**src/design/hrlp_pkg.sv**
```systemverilog
package hrlp_pkg;

    localparam int BYTE_W  = 8;
    localparam int TAG_W   = 3;
    localparam int TOTAL_W = 16;

    localparam logic [BYTE_W-1:0] CH_SP    = 8'h20;
    localparam logic [BYTE_W-1:0] CH_CR    = 8'h0D;
    localparam logic [BYTE_W-1:0] CH_LF    = 8'h0A;
    localparam logic [BYTE_W-1:0] CH_QUERY = 8'h3F;
    localparam logic [BYTE_W-1:0] CH_HASH  = 8'h23;
    localparam logic [BYTE_W-1:0] CH_PCT   = 8'h25;
    localparam logic [BYTE_W-1:0] CH_UP_A  = 8'h41;
    localparam logic [BYTE_W-1:0] CH_UP_Z  = 8'h5A;
    localparam logic [BYTE_W-1:0] CH_UP_F  = 8'h46;
    localparam logic [BYTE_W-1:0] CH_LO_A  = 8'h61;
    localparam logic [BYTE_W-1:0] CH_LO_F  = 8'h66;
    localparam logic [BYTE_W-1:0] CH_D0    = 8'h30;
    localparam logic [BYTE_W-1:0] CH_D9    = 8'h39;

    localparam logic [TAG_W-1:0] TAG_NONE     = 3'd0;
    localparam logic [TAG_W-1:0] TAG_METHOD   = 3'd1;
    localparam logic [TAG_W-1:0] TAG_PATH     = 3'd2;
    localparam logic [TAG_W-1:0] TAG_QUERY    = 3'd3;
    localparam logic [TAG_W-1:0] TAG_FRAGMENT = 3'd4;
    localparam logic [TAG_W-1:0] TAG_VERSION  = 3'd5;

    // One classified input beat as it sits in the queue.
    typedef struct packed {
        logic [BYTE_W-1:0] ch;
        logic              is_sp;
        logic              is_cr;
        logic              is_lf;
        logic              is_upper;
        logic              is_query;
        logic              is_hash;
        logic              is_pct;
        logic              is_hex;
        logic [3:0]        hex_val;
    } byte_class_t;

endpackage

```
**src/design/hrlp_front.sv**
```systemverilog
module hrlp_front
(
    input  logic [hrlp_pkg::BYTE_W-1:0] in_byte,
    output hrlp_pkg::byte_class_t       cls
);

    logic is_digit;
    logic is_uhex;
    logic is_lhex;

    always_comb
    begin
        is_digit = (in_byte >= hrlp_pkg::CH_D0) && (in_byte <= hrlp_pkg::CH_D9);
        is_uhex  = (in_byte >= hrlp_pkg::CH_UP_A) && (in_byte <= hrlp_pkg::CH_UP_F);
        is_lhex  = (in_byte >= hrlp_pkg::CH_LO_A) && (in_byte <= hrlp_pkg::CH_LO_F);

        cls.ch       = in_byte;
        cls.is_sp    = (in_byte == hrlp_pkg::CH_SP);
        cls.is_cr    = (in_byte == hrlp_pkg::CH_CR);
        cls.is_lf    = (in_byte == hrlp_pkg::CH_LF);
        cls.is_upper = (in_byte >= hrlp_pkg::CH_UP_A) && (in_byte <= hrlp_pkg::CH_UP_Z);
        cls.is_query = (in_byte == hrlp_pkg::CH_QUERY);
        cls.is_hash  = (in_byte == hrlp_pkg::CH_HASH);
        cls.is_pct   = (in_byte == hrlp_pkg::CH_PCT);
        cls.is_hex   = is_digit || is_uhex || is_lhex;

        // Letters A-F and a-f differ only in bit 5, so the low nibble plus nine works for both.
        if (is_digit)
        begin
            cls.hex_val = in_byte[3:0];
        end
        else
        begin
            cls.hex_val = 4'(in_byte[3:0] + 4'd9);
        end
    end

endmodule

```
**src/design/hrlp_queue.sv**
```systemverilog
module hrlp_queue
#(
    parameter int WIDTH = 8,
    parameter int DEPTH = 2
)
(
    input  logic             clk,
    input  logic             rst_n,
    input  logic             push,
    input  logic [WIDTH-1:0] push_data,
    output logic             full,
    input  logic             pop,
    output logic [WIDTH-1:0] pop_data,
    output logic             not_empty
);

    localparam int PTR_W = (DEPTH > 1) ? $clog2(DEPTH) : 1;
    localparam int CNT_W = $clog2(DEPTH + 1);

    logic [WIDTH-1:0] mem_reg [DEPTH];
    logic [PTR_W-1:0] wr_ptr_reg;
    logic [PTR_W-1:0] wr_ptr_next;
    logic [PTR_W-1:0] rd_ptr_reg;
    logic [PTR_W-1:0] rd_ptr_next;
    logic [CNT_W-1:0] cnt_reg;
    logic [CNT_W-1:0] cnt_next;
    logic             do_push;
    logic             do_pop;

    assign full      = (cnt_reg == CNT_W'(DEPTH));
    assign not_empty = (cnt_reg != '0);
    assign pop_data  = mem_reg[rd_ptr_reg];
    assign do_push   = push && !full;
    assign do_pop    = pop && not_empty;

    always_comb
    begin
        wr_ptr_next = wr_ptr_reg;
        rd_ptr_next = rd_ptr_reg;
        cnt_next    = cnt_reg;
        if (do_push)
        begin
            wr_ptr_next = (wr_ptr_reg == PTR_W'(DEPTH - 1)) ? '0 : PTR_W'(wr_ptr_reg + 1'b1);
        end
        if (do_pop)
        begin
            rd_ptr_next = (rd_ptr_reg == PTR_W'(DEPTH - 1)) ? '0 : PTR_W'(rd_ptr_reg + 1'b1);
        end
        if (do_push && !do_pop)
        begin
            cnt_next = CNT_W'(cnt_reg + 1'b1);
        end
        else if (do_pop && !do_push)
        begin
            cnt_next = CNT_W'(cnt_reg - 1'b1);
        end
    end

    always_ff @(posedge clk or negedge rst_n)
    begin
        if (!rst_n)
        begin
            wr_ptr_reg <= '0;
            rd_ptr_reg <= '0;
            cnt_reg    <= '0;
        end
        else
        begin
            wr_ptr_reg <= wr_ptr_next;
            rd_ptr_reg <= rd_ptr_next;
            cnt_reg    <= cnt_next;
        end
    end

    always_ff @(posedge clk)
    begin
        if (do_push)
        begin
            mem_reg[wr_ptr_reg] <= push_data;
        end
    end

endmodule

```
**src/design/hrlp_back.sv**
```systemverilog
module hrlp_back
#(
    parameter int COUNT_BITS = 16
)
(
    input  logic                         clk,
    input  logic                         rst_n,
    input  logic                         head_valid,
    input  hrlp_pkg::byte_class_t        cls,
    output logic                         pop,
    output logic                         out_valid,
    input  logic                         out_stall,
    output logic                         counted,
    output logic [hrlp_pkg::TAG_W-1:0]   field_tag,
    output logic [hrlp_pkg::BYTE_W-1:0]  field_byte,
    output logic                         byte_valid,
    output logic                         line_complete,
    output logic                         bad_request,
    output logic [hrlp_pkg::TOTAL_W-1:0] counted_total
);

    typedef enum logic [3:0] {
        PH_WAIT_METHOD,
        PH_METHOD,
        PH_WAIT_PATH,
        PH_PATH,
        PH_QUERY,
        PH_FRAGMENT,
        PH_WAIT_VERSION,
        PH_VERSION,
        PH_DONE,
        PH_ERROR
    } phase_t;

    localparam logic [1:0] ESC_IDLE = 2'd0;
    localparam logic [1:0] ESC_PCT  = 2'd1;
    localparam logic [1:0] ESC_ONE  = 2'd2;

    localparam int CMP_W = (COUNT_BITS > hrlp_pkg::TOTAL_W) ? COUNT_BITS : hrlp_pkg::TOTAL_W;

    phase_t                         phase_reg;
    phase_t                         phase_next;
    phase_t                         phase_cur;
    logic [1:0]                     esc_reg;
    logic [1:0]                     esc_next;
    logic [3:0]                     nib_reg;
    logic [3:0]                     nib_next;
    logic                           bad_reg;
    logic                           bad_next;
    logic [COUNT_BITS-1:0]          cnt_reg;
    logic [COUNT_BITS-1:0]          cnt_next;
    logic [CMP_W-1:0]               cnt_wide;

    logic [1:0]                     dec_esc;
    logic [3:0]                     dec_nib;
    logic                           dec_bad;
    logic                           dec_emit;
    logic [hrlp_pkg::BYTE_W-1:0]    dec_byte;

    logic                           is_eol;
    logic                           is_counted;
    logic [hrlp_pkg::TAG_W-1:0]     tag_c;
    logic [hrlp_pkg::BYTE_W-1:0]    byte_c;
    logic                           valid_c;

    logic                           out_valid_reg;
    logic                           counted_reg;
    logic [hrlp_pkg::TAG_W-1:0]     tag_reg;
    logic [hrlp_pkg::BYTE_W-1:0]    byte_reg;
    logic                           byte_valid_reg;
    logic                           complete_reg;
    logic                           error_reg;
    logic [hrlp_pkg::TOTAL_W-1:0]   total_reg;
    logic [hrlp_pkg::TOTAL_W-1:0]   total_next;

    assign pop = head_valid && (!out_valid_reg || !out_stall);

    assign out_valid     = out_valid_reg;
    assign counted       = counted_reg;
    assign field_tag     = tag_reg;
    assign field_byte    = byte_reg;
    assign byte_valid    = byte_valid_reg;
    assign line_complete = complete_reg;
    assign bad_request   = error_reg;
    assign counted_total = total_reg;

    // Percent decoder for one path beat.
    always_comb
    begin
        dec_esc  = esc_reg;
        dec_nib  = nib_reg;
        dec_bad  = bad_reg;
        dec_emit = 1'b0;
        dec_byte = cls.ch;
        if (esc_reg == ESC_IDLE)
        begin
            if (cls.is_pct)
            begin
                dec_esc = ESC_PCT;
            end
            else
            begin
                dec_emit = 1'b1;
            end
        end
        else if (!cls.is_hex)
        begin
            dec_bad = 1'b1;
            dec_esc = ESC_IDLE;
        end
        else if (esc_reg == ESC_PCT)
        begin
            dec_nib = cls.hex_val;
            dec_esc = ESC_ONE;
        end
        else
        begin
            dec_byte = {nib_reg, cls.hex_val};
            dec_esc  = ESC_IDLE;
            dec_nib  = 4'd0;
            dec_emit = 1'b1;
        end
    end

    always_comb
    begin
        is_eol     = cls.is_cr || cls.is_lf;
        is_counted = !cls.is_sp && !is_eol;

        // An end of line outside the version field, before the line is done, ends the line as bad before anything else.
        if (is_eol && (phase_reg != PH_VERSION) && (phase_reg != PH_DONE))
        begin
            phase_cur = PH_ERROR;
        end
        else
        begin
            phase_cur = phase_reg;
        end

        phase_next = phase_cur;
        esc_next   = esc_reg;
        nib_next   = nib_reg;
        bad_next   = bad_reg;
        tag_c      = hrlp_pkg::TAG_NONE;
        byte_c     = cls.ch;
        valid_c    = 1'b0;

        unique case (phase_cur)
            PH_WAIT_METHOD:
            begin
                if (cls.is_upper)
                begin
                    phase_next = PH_METHOD;
                    tag_c      = hrlp_pkg::TAG_METHOD;
                    valid_c    = 1'b1;
                end
            end
            PH_METHOD:
            begin
                if (cls.is_sp)
                begin
                    phase_next = PH_WAIT_PATH;
                end
                else
                begin
                    tag_c   = hrlp_pkg::TAG_METHOD;
                    valid_c = 1'b1;
                end
            end
            PH_WAIT_PATH:
            begin
                if (!cls.is_sp)
                begin
                    phase_next = PH_PATH;
                    esc_next   = dec_esc;
                    nib_next   = dec_nib;
                    bad_next   = dec_bad;
                    byte_c     = dec_byte;
                    valid_c    = dec_emit;
                    tag_c      = hrlp_pkg::TAG_PATH;
                end
            end
            PH_PATH:
            begin
                if (cls.is_query || cls.is_hash || cls.is_sp)
                begin
                    if (bad_reg || (esc_reg != ESC_IDLE))
                    begin
                        phase_next = PH_ERROR;
                    end
                    else if (cls.is_query)
                    begin
                        phase_next = PH_QUERY;
                    end
                    else if (cls.is_hash)
                    begin
                        phase_next = PH_FRAGMENT;
                    end
                    else
                    begin
                        phase_next = PH_WAIT_VERSION;
                    end
                end
                else
                begin
                    esc_next = dec_esc;
                    nib_next = dec_nib;
                    bad_next = dec_bad;
                    byte_c   = dec_byte;
                    valid_c  = dec_emit;
                    tag_c    = hrlp_pkg::TAG_PATH;
                end
            end
            PH_QUERY:
            begin
                if (cls.is_hash)
                begin
                    phase_next = PH_FRAGMENT;
                end
                else if (cls.is_sp)
                begin
                    phase_next = PH_WAIT_VERSION;
                end
                else
                begin
                    tag_c   = hrlp_pkg::TAG_QUERY;
                    valid_c = 1'b1;
                end
            end
            PH_FRAGMENT:
            begin
                if (cls.is_sp)
                begin
                    phase_next = PH_WAIT_VERSION;
                end
                else
                begin
                    tag_c   = hrlp_pkg::TAG_FRAGMENT;
                    valid_c = 1'b1;
                end
            end
            PH_WAIT_VERSION:
            begin
                if (!cls.is_sp)
                begin
                    phase_next = PH_VERSION;
                    tag_c      = hrlp_pkg::TAG_VERSION;
                    valid_c    = 1'b1;
                end
            end
            PH_VERSION:
            begin
                if (cls.is_cr)
                begin
                    phase_next = PH_DONE;
                end
                else
                begin
                    tag_c   = hrlp_pkg::TAG_VERSION;
                    valid_c = 1'b1;
                end
            end
            PH_DONE, PH_ERROR:
            begin
            end
            default:
            begin
                phase_next = PH_ERROR;
            end
        endcase

        if (!valid_c)
        begin
            tag_c  = hrlp_pkg::TAG_NONE;
            byte_c = '0;
        end

        if (is_counted && (cnt_reg != '1))
        begin
            cnt_next = COUNT_BITS'(cnt_reg + 1'b1);
        end
        else
        begin
            cnt_next = cnt_reg;
        end

        cnt_wide = CMP_W'(cnt_next);
        if (cnt_wide > CMP_W'({hrlp_pkg::TOTAL_W{1'b1}}))
        begin
            total_next = '1;
        end
        else
        begin
            total_next = hrlp_pkg::TOTAL_W'(cnt_wide);
        end
    end

    always_ff @(posedge clk or negedge rst_n)
    begin
        if (!rst_n)
        begin
            phase_reg     <= PH_WAIT_METHOD;
            esc_reg       <= ESC_IDLE;
            nib_reg       <= 4'd0;
            bad_reg       <= 1'b0;
            cnt_reg       <= '0;
            out_valid_reg <= 1'b0;
        end
        else
        begin
            if (pop)
            begin
                phase_reg     <= phase_next;
                esc_reg       <= esc_next;
                nib_reg       <= nib_next;
                bad_reg       <= bad_next;
                cnt_reg       <= cnt_next;
                out_valid_reg <= 1'b1;
            end
            else if (!out_stall)
            begin
                out_valid_reg <= 1'b0;
            end
        end
    end

    always_ff @(posedge clk)
    begin
        if (pop)
        begin
            counted_reg    <= is_counted;
            tag_reg        <= tag_c;
            byte_reg       <= byte_c;
            byte_valid_reg <= valid_c;
            complete_reg   <= (phase_next == PH_DONE);
            error_reg      <= (phase_next == PH_ERROR);
            total_reg      <= total_next;
        end
    end

endmodule

```
**src/design/http_request_line_parser.sv**
```systemverilog
// HTTP request-line parser.
// The input channel (in_valid, in_stall, in_byte) carries one raw byte of the
// request line per beat. The output channel (out_valid, out_stall and the result
// fields) carries exactly one result beat per input beat, in order: the byte's
// field tag, the field byte (percent-decoded inside the path), whether it was
// counted, the sticky line_complete and bad_request flags and the saturating
// counted_total.
// A front stage classifies each accepted byte and writes it into a two-entry
// queue; a back stage runs the parse state machine on the queue head and loads
// the output register. A result is registered in a queue entry and then in the
// output register, and one byte per cycle is sustained while out_stall stays low;
// the single state update per byte in the back stage sets that rate.
// When the receiver stalls, the output register holds its beat, the queue fills
// and in_stall rises once both queue entries are taken.
// Reset empties the queue and output register and returns the parser to waiting
// for the first method letter with the byte count at zero. A new line needs a
// reset: after the terminating CR or an error the parser keeps its final state.
module http_request_line_parser
#(
    parameter int COUNT_BITS = 16
)
(
    input  logic                         clk,
    input  logic                         rst_n,
    input  logic                         in_valid,
    output logic                         in_stall,
    input  logic [hrlp_pkg::BYTE_W-1:0]  in_byte,
    output logic                         out_valid,
    input  logic                         out_stall,
    output logic                         counted,
    output logic [hrlp_pkg::TAG_W-1:0]   field_tag,
    output logic [hrlp_pkg::BYTE_W-1:0]  field_byte,
    output logic                         byte_valid,
    output logic                         line_complete,
    output logic                         bad_request,
    output logic [hrlp_pkg::TOTAL_W-1:0] counted_total
);

    localparam int CLS_W = $bits(hrlp_pkg::byte_class_t);

    hrlp_pkg::byte_class_t front_cls;
    hrlp_pkg::byte_class_t head_cls;
    logic [CLS_W-1:0]      head_bits;
    logic                  q_full;
    logic                  q_not_empty;
    logic                  q_pop;

    assign in_stall = q_full;
    assign head_cls = hrlp_pkg::byte_class_t'(head_bits);

    hrlp_front u_front
    (
        .in_byte (in_byte),
        .cls     (front_cls)
    );

    hrlp_queue
    #(
        .WIDTH (CLS_W),
        .DEPTH (2)
    )
    u_queue
    (
        .clk       (clk),
        .rst_n     (rst_n),
        .push      (in_valid),
        .push_data (front_cls),
        .full      (q_full),
        .pop       (q_pop),
        .pop_data  (head_bits),
        .not_empty (q_not_empty)
    );

    hrlp_back
    #(
        .COUNT_BITS (COUNT_BITS)
    )
    u_back
    (
        .clk           (clk),
        .rst_n         (rst_n),
        .head_valid    (q_not_empty),
        .cls           (head_cls),
        .pop           (q_pop),
        .out_valid     (out_valid),
        .out_stall     (out_stall),
        .counted       (counted),
        .field_tag     (field_tag),
        .field_byte    (field_byte),
        .byte_valid    (byte_valid),
        .line_complete (line_complete),
        .bad_request   (bad_request),
        .counted_total (counted_total)
    );

endmodule

```
**config.mk**
```make
export PLATFORM = sky130hd
export DESIGN_NAME = http_request_line_parser
export DESIGN_NICKNAME = d
export VERILOG_FILES = /design/src/design/hrlp_pkg.sv /design/src/design/hrlp_front.sv /design/src/design/hrlp_queue.sv /design/src/design/hrlp_back.sv /design/src/design/http_request_line_parser.sv
export SDC_FILE = /design/constraint.sdc
export NUM_CORES = 1
export LEC_CHECK = 0
export ABC_AREA = 1
export BUFFER_PORTS_ARGS = -buffer_cell sky130_fd_sc_hd__buf_2
export CORE_ASPECT_RATIO = 1.5
export CORE_UTILIZATION = 54
export CTS_BUF_LIST = sky130_fd_sc_hd__clkbuf_8 sky130_fd_sc_hd__clkbuf_16
export DETAILED_ROUTE_END_ITERATION = 10
export GPL_TIMING_DRIVEN = 0
export PLACE_DENSITY = 0.76
export SLEW_MARGIN = 20
export SYNTH_ARGS = -nofsm -noshare
export SYNTH_HDL_FRONTEND = slang
export SYNTH_SLANG_ARGS = --single-unit
export TNS_END_PERCENT = 20
```
**constraint.sdc**
```tcl
create_clock -name clk -period 2.2 [get_ports clk]
set_input_delay 0.22 -clock clk [delete_from_list [all_inputs] [get_ports clk]]
set_output_delay 0.22 -clock clk [all_outputs]
set_load 0.01 [all_outputs]
```
Word level (Yosys, flattened, before mapping)
Memories as Yosys holds them, arrays and structs flattened.
Cells that the tools add are included.

storage, ports and cells
  flip-flop bits (word level) = 63
  input port bits = 12
  logic and storage cells = 160
  output and inout port bits = 33
  memories kept = 1
  RAM bits = 40

memory list
  name             depth  width  rd ports  clocked after memory_dff  write ports  line              text
  u_queue.mem_reg  2      20     1         0                         1            hrlp_queue.sv:20  logic [WIDTH-1:0] mem_reg [DEPTH];

cells by class
  add/sub/neg operators = 6
  reduce and logical (&&, ||, !) cells = 36
  magnitude comparators = 8
  eq/ne operators = 25
  multiplexer cells = 68

operators with widths
  operator               count
  $mux 4                 17
  $mux 8                 5
  $pmux 4 s9             1
  $eq 8x6->1 const B     4
  $le 8x7->1 const B     3
  $mux 2                 12
  $pmux 3 s8             1
  $mux 1                 22
  $add 16x1->16 const B  1
  $eq 4x3->1 const B     4
  $eq 4x4->1 const B     4
  $eq 8x4->1 const B     2
  $ge 8x7->1 const B     2
  $gt 16x16->1 const B   1
  $mux 16                1
  $ne 16x16->1 const B   1
  $pmux 8 s2             1
  $logic_and 1x1->1      13
  $mux 3                 4
  $eq 4x2->1 const B     2
  $ge 8x6->1 const B     1
  $le 8x6->1 const B     1
  $pmux 4 s2             1
  $reduce_bool 2->1      4
  other kinds (21)       35

Logic depth before layout (Yosys ltp)
An unclocked memory read counts as a cell.

  depth after elaboration = 9
  depth in mapped cells = 15
  mapped depth without buffers = 14

Cells and area by module
A second synthesis with hierarchy kept.

unflattened totals
  cells, all modules = 583
  area, all modules = 5208.7 um2

modules (own cells, without submodules)
  module      cells each  instances  area an instance (um2)  seq. area each (um2)
  hrlp_back   368         1          3066.7                  1631.6
  hrlp_queue  136         1          1689.1                  1301.2
  hrlp_front  79          1          452.9                   0.0

Worst setup path after synthesis
OpenSTA, ideal clock, no wires.

  kind = register to register
  start = register u_back.out_valid_reg, in the netlist u_back.out_valid
  end = register u_back.error_reg, in the netlist u_back.bad_request, enable pin
  data required time = 1792 ps
  path buffers = 1
  clock period less this slack = 2224 ps
  data arrival time = 1817 ps
  path slack = -24 ps
  setup time = 408 ps
  stages on the path, launching flop included = 5
  cells stage by stage = dfrtp_1 > nand2_1 > o21ai_1 > inv_1 > clkbuf_1

between the ends
  longest elaborated chain between the ends = 3

ends and longest elaborated chain
  element                 line                            text
  from (decl)             hrlp_back.sv:66                 logic out_valid_reg;
  from (signal assigned)  hrlp_back.sv:307                out_valid_reg <= 1'b0;
  from (signal assigned)  hrlp_back.sv:318                out_valid_reg <= 1'b1;
  from (signal assigned)  hrlp_back.sv:322                out_valid_reg <= 1'b0;
  $logic_not 1->1         hrlp_back.sv:76                 assign pop = head_valid && (!out_valid_reg || !out_stall);
  $logic_or 1x1->1        hrlp_back.sv:76
  $logic_and 1x1->1       hrlp_back.sv:76
  named net q_pop         http_request_line_parser.sv:46  logic q_pop;
  to (signal assigned)    hrlp_back.sv:336                error_reg <= (phase_next == PH_ERROR);
  to (decl)               hrlp_back.sv:72                 logic error_reg;

The timed path passes the listed nets, and every way through them passes these cells.
A chain may end at the register's enable or synchronous reset.

Worst setup path after layout
  start = register u_queue.cnt_reg[0]
  end = register u_queue.cnt_reg[1]

between the ends
  longest elaborated chain between the ends = 6
  elaborated cells on any way between the ends = 15
  those cells by class = 2 x add/sub; 1 x eq/ne; 2 x mux; 10 x reduce/logical

ends and longest elaborated chain
  element                                                       line                                text
  from (decl)                                                   hrlp_queue.sv:25                    logic [CNT_W-1:0] cnt_reg;
  from (signal assigned)                                        hrlp_queue.sv:71                    cnt_reg <= cnt_next;
  $eq 2x2->1 / $reduce_bool 2->1 (equally long branches)        hrlp_queue.sv:30, hrlp_queue.sv:31
  $logic_not 1->1 / $logic_and 1x1->1 (equally long branches)   hrlp_queue.sv:33, hrlp_back.sv:76
  $logic_and 1x1->1 (on tied branches)                          hrlp_queue.sv:33, hrlp_queue.sv:34
  $logic_not 1->1 (on tied branches)                            hrlp_queue.sv:53, hrlp_queue.sv:49
  $logic_and 1x1->1 (on tied branches)                          hrlp_queue.sv:53, hrlp_queue.sv:49
  $reduce_bool 2->1 (no line) / $mux 2 (equally long branches)  -

Parallel ways exist; a longest one is shown, timed or not. The select of a mux whose other input is x is not followed.

==> out/metrics.yaml <==
status: "completed"
required_ns: 2.42
path_cells: "o21ai_2, clkbuf_2, ha_1, a21oi_1, o21ai_0, xor2_1"
slew_headroom: 0.438
synthMuxAreaShare: 0
io_pins: 45
tightestPinTransition_ns: 0.843
netlist_top_cells_count: "180 x nand2_1, 71 x edfxtp_1, 50 x inv_1"
power_density_nw_per_um2: 1260
finalWirelength_mm: 10.4
antenna_found_initial: 0
fin_ws_ns: 0.0841
cts.sinks: 103
finalNonFillerCells: 709
seq_area_um2: 2930
dp_cells: 684
routabilityCongestion: 0.916
drc_errors: 0
place_area_um2: 5420
path_buf_inv: 1
crit_fanout: 10
yosys.area_share.simple: 0.263
drive_above_1_share: 0.187
synthTopCellsByArea: "edfxtp_1 42%, dfrtp_1 16%, nand2_1 13%, inv_1 3.7%, nor2_1 2.6%"
synth_most_common_cell: "nand2_1"
hold_class: "input pin to flop"
seq_area_frac_synth: 0.583
fillers: 714
num_vias: 3771
synth-edff-count: 71
core_um2: 8930
firstDrtPassIters: 5
crit_arrival_ns: 2.34
synth_compound_area_frac: 0.0512
wl_per_cell_um: 14.6
syn_nets: 546
syn_area_um2: 5030
crit_family: "compound AO/OA/AOI/OAI gates"
dpl.hpwl_mm: 7.55
crit_slowest_cell: "o21ai_2"
critPathLaunchType: "flop"
setup_viol: 0
postSynthAreaPerCell_um2: 9.53
gr-total-overflow: 0
chipWidth_um: 80.8
finalSetupTns_ns: 0
ys.flop_type: "edfxtp_1"
total_power_mw: 7.31
clock_path_buffers: 2
viasPerCell: 5.32
port_buffers: 44
whs_ns: 0.0945
synth_top_cell_by_area: "edfxtp_1"
final_hold_viol_count: 0
async_flop_share: 0.311
yosys_warnings: 0
fmax_mhz: 473
grt_max_degree: 41
maxSlewViolCount: 0
multi_input_area_um2: 1880
dieArea_um2: 9710
start_util: 0.563
synthToLayoutAreaGrowth_pct: 15.6
ys_types: 40
ant_nets: 0
syn_inst: 528
clk_pin_slew_ns: 0.07
die_h_um: 120
antennaDiodeCount: 0
grt_pass1_wl_mm: 16.7
min_period_over_period: 0.962
max_stage_delay_ns: 0.49
rows: 42
pre_cts_ws_ns: -0.338
htree_levels: 3
ys_ff_latch: 103
synth_adder_area_share: 0.0149
ir_drop_v: 0.000720
drtIter0Drc: 306
utilization: 0.651
finalNetCount: 612
p_leak_nw: 2.72
worst-setup-path-type: "flop to flop"
grt_usage: 0.232
clock_latency_ns: 0.35
min_period_ns: 2.12
numCtsBuffers: 9
cts_tree: "done"
drv_cap: 0
cp-end-kind: "flop"
yosys.area.top_type_share: 0.424
largest_register_ffs: 40
grt_pass1_vias: 3678
synthXorXnorAreaFrac: 0.0366
skew_ns: 0.00982
cts_root_buf: "clkbuf_16"
synth_top_family_by_area: "simple AND/OR/NAND/NOR gates"
final_cell_area_um2: 5810
[cells by family after synthesis]
group                    after synthesis
AND/OR/NAND/NOR                      288
XOR/XNOR                              21
flip-flops                           103
adder cells (fa/ha/maj)                6
AO/OA/AOI/OAI                         46
buffers and inverters                 64
[where the power goes]
part	internal, mW	switching, mW
clock	0.779	0.719
sequential	2.83	0.280
combinational	0.859	1.84
[routing by layer]
layer  wire length, um  track usage
met1              3820        0.241
met2              5810        0.408
met3               336       0.0445
met4               410        0.158
met5                 0            0
[worst paths after layout]
kind                            slack (ns)                from  cells past startpoint                     end
max in group asynchronous             1.22               rst_n                      2       u_back.cnt_reg[6]
min in group asynchronous             0.50               rst_n                      2     u_back.phase_reg[3]
worst max register to register        0.08  u_queue.cnt_reg[0]                      6      u_queue.cnt_reg[1]
worst min-delay path                  0.09          in_byte[4]                      1  u_queue.mem_reg[1][16]
worst min register to register        0.49   u_back.nib_reg[0]                      2       u_back.nib_reg[0]
worst max-delay path                  0.08  u_queue.cnt_reg[0]                      6      u_queue.cnt_reg[1]
[layout make-up]
type / count / area share
Sequential cell: 103 / 0.504
Multi-Input combinational cell: 361 / 0.323
Timing Repair Buffer: 55 / 0.0560
Clock buffer: 9 / 0.0387
Inverter: 55 / 0.0355
Tap cell: 110 / 0.0237
Clock inverter: 7 / 0.00947
Buffer: 9 / 0.00904
[cells in the final DEF (no fill, tap or decap), types with 6 or more instances in the layout]
cell type and n:
nor3_1 13, nand2_2 6, o21ai_0 19, a21oi_1 7, buf_2 46, xnor2_1 6, ha_1 6, nand3_1 22
clkbuf_16 9, dfrtp_1 32, o21ai_1 8, buf_4 7, nor2_2 6, xor2_1 15, inv_1 51, nor2_1 31
edfxtp_1 71, nand2_1 178, nand3_2 7
[what timing repair did]
item,CTS,global route
setup endpoints to repair,47,53
pin swaps,0,5
buffers inserted,0,8
gates resized for setup,3,11
endpoints found under the hold margin,32,0
hold buffers,1,0
Note: power is estimated with default switching activity, not from simulation.
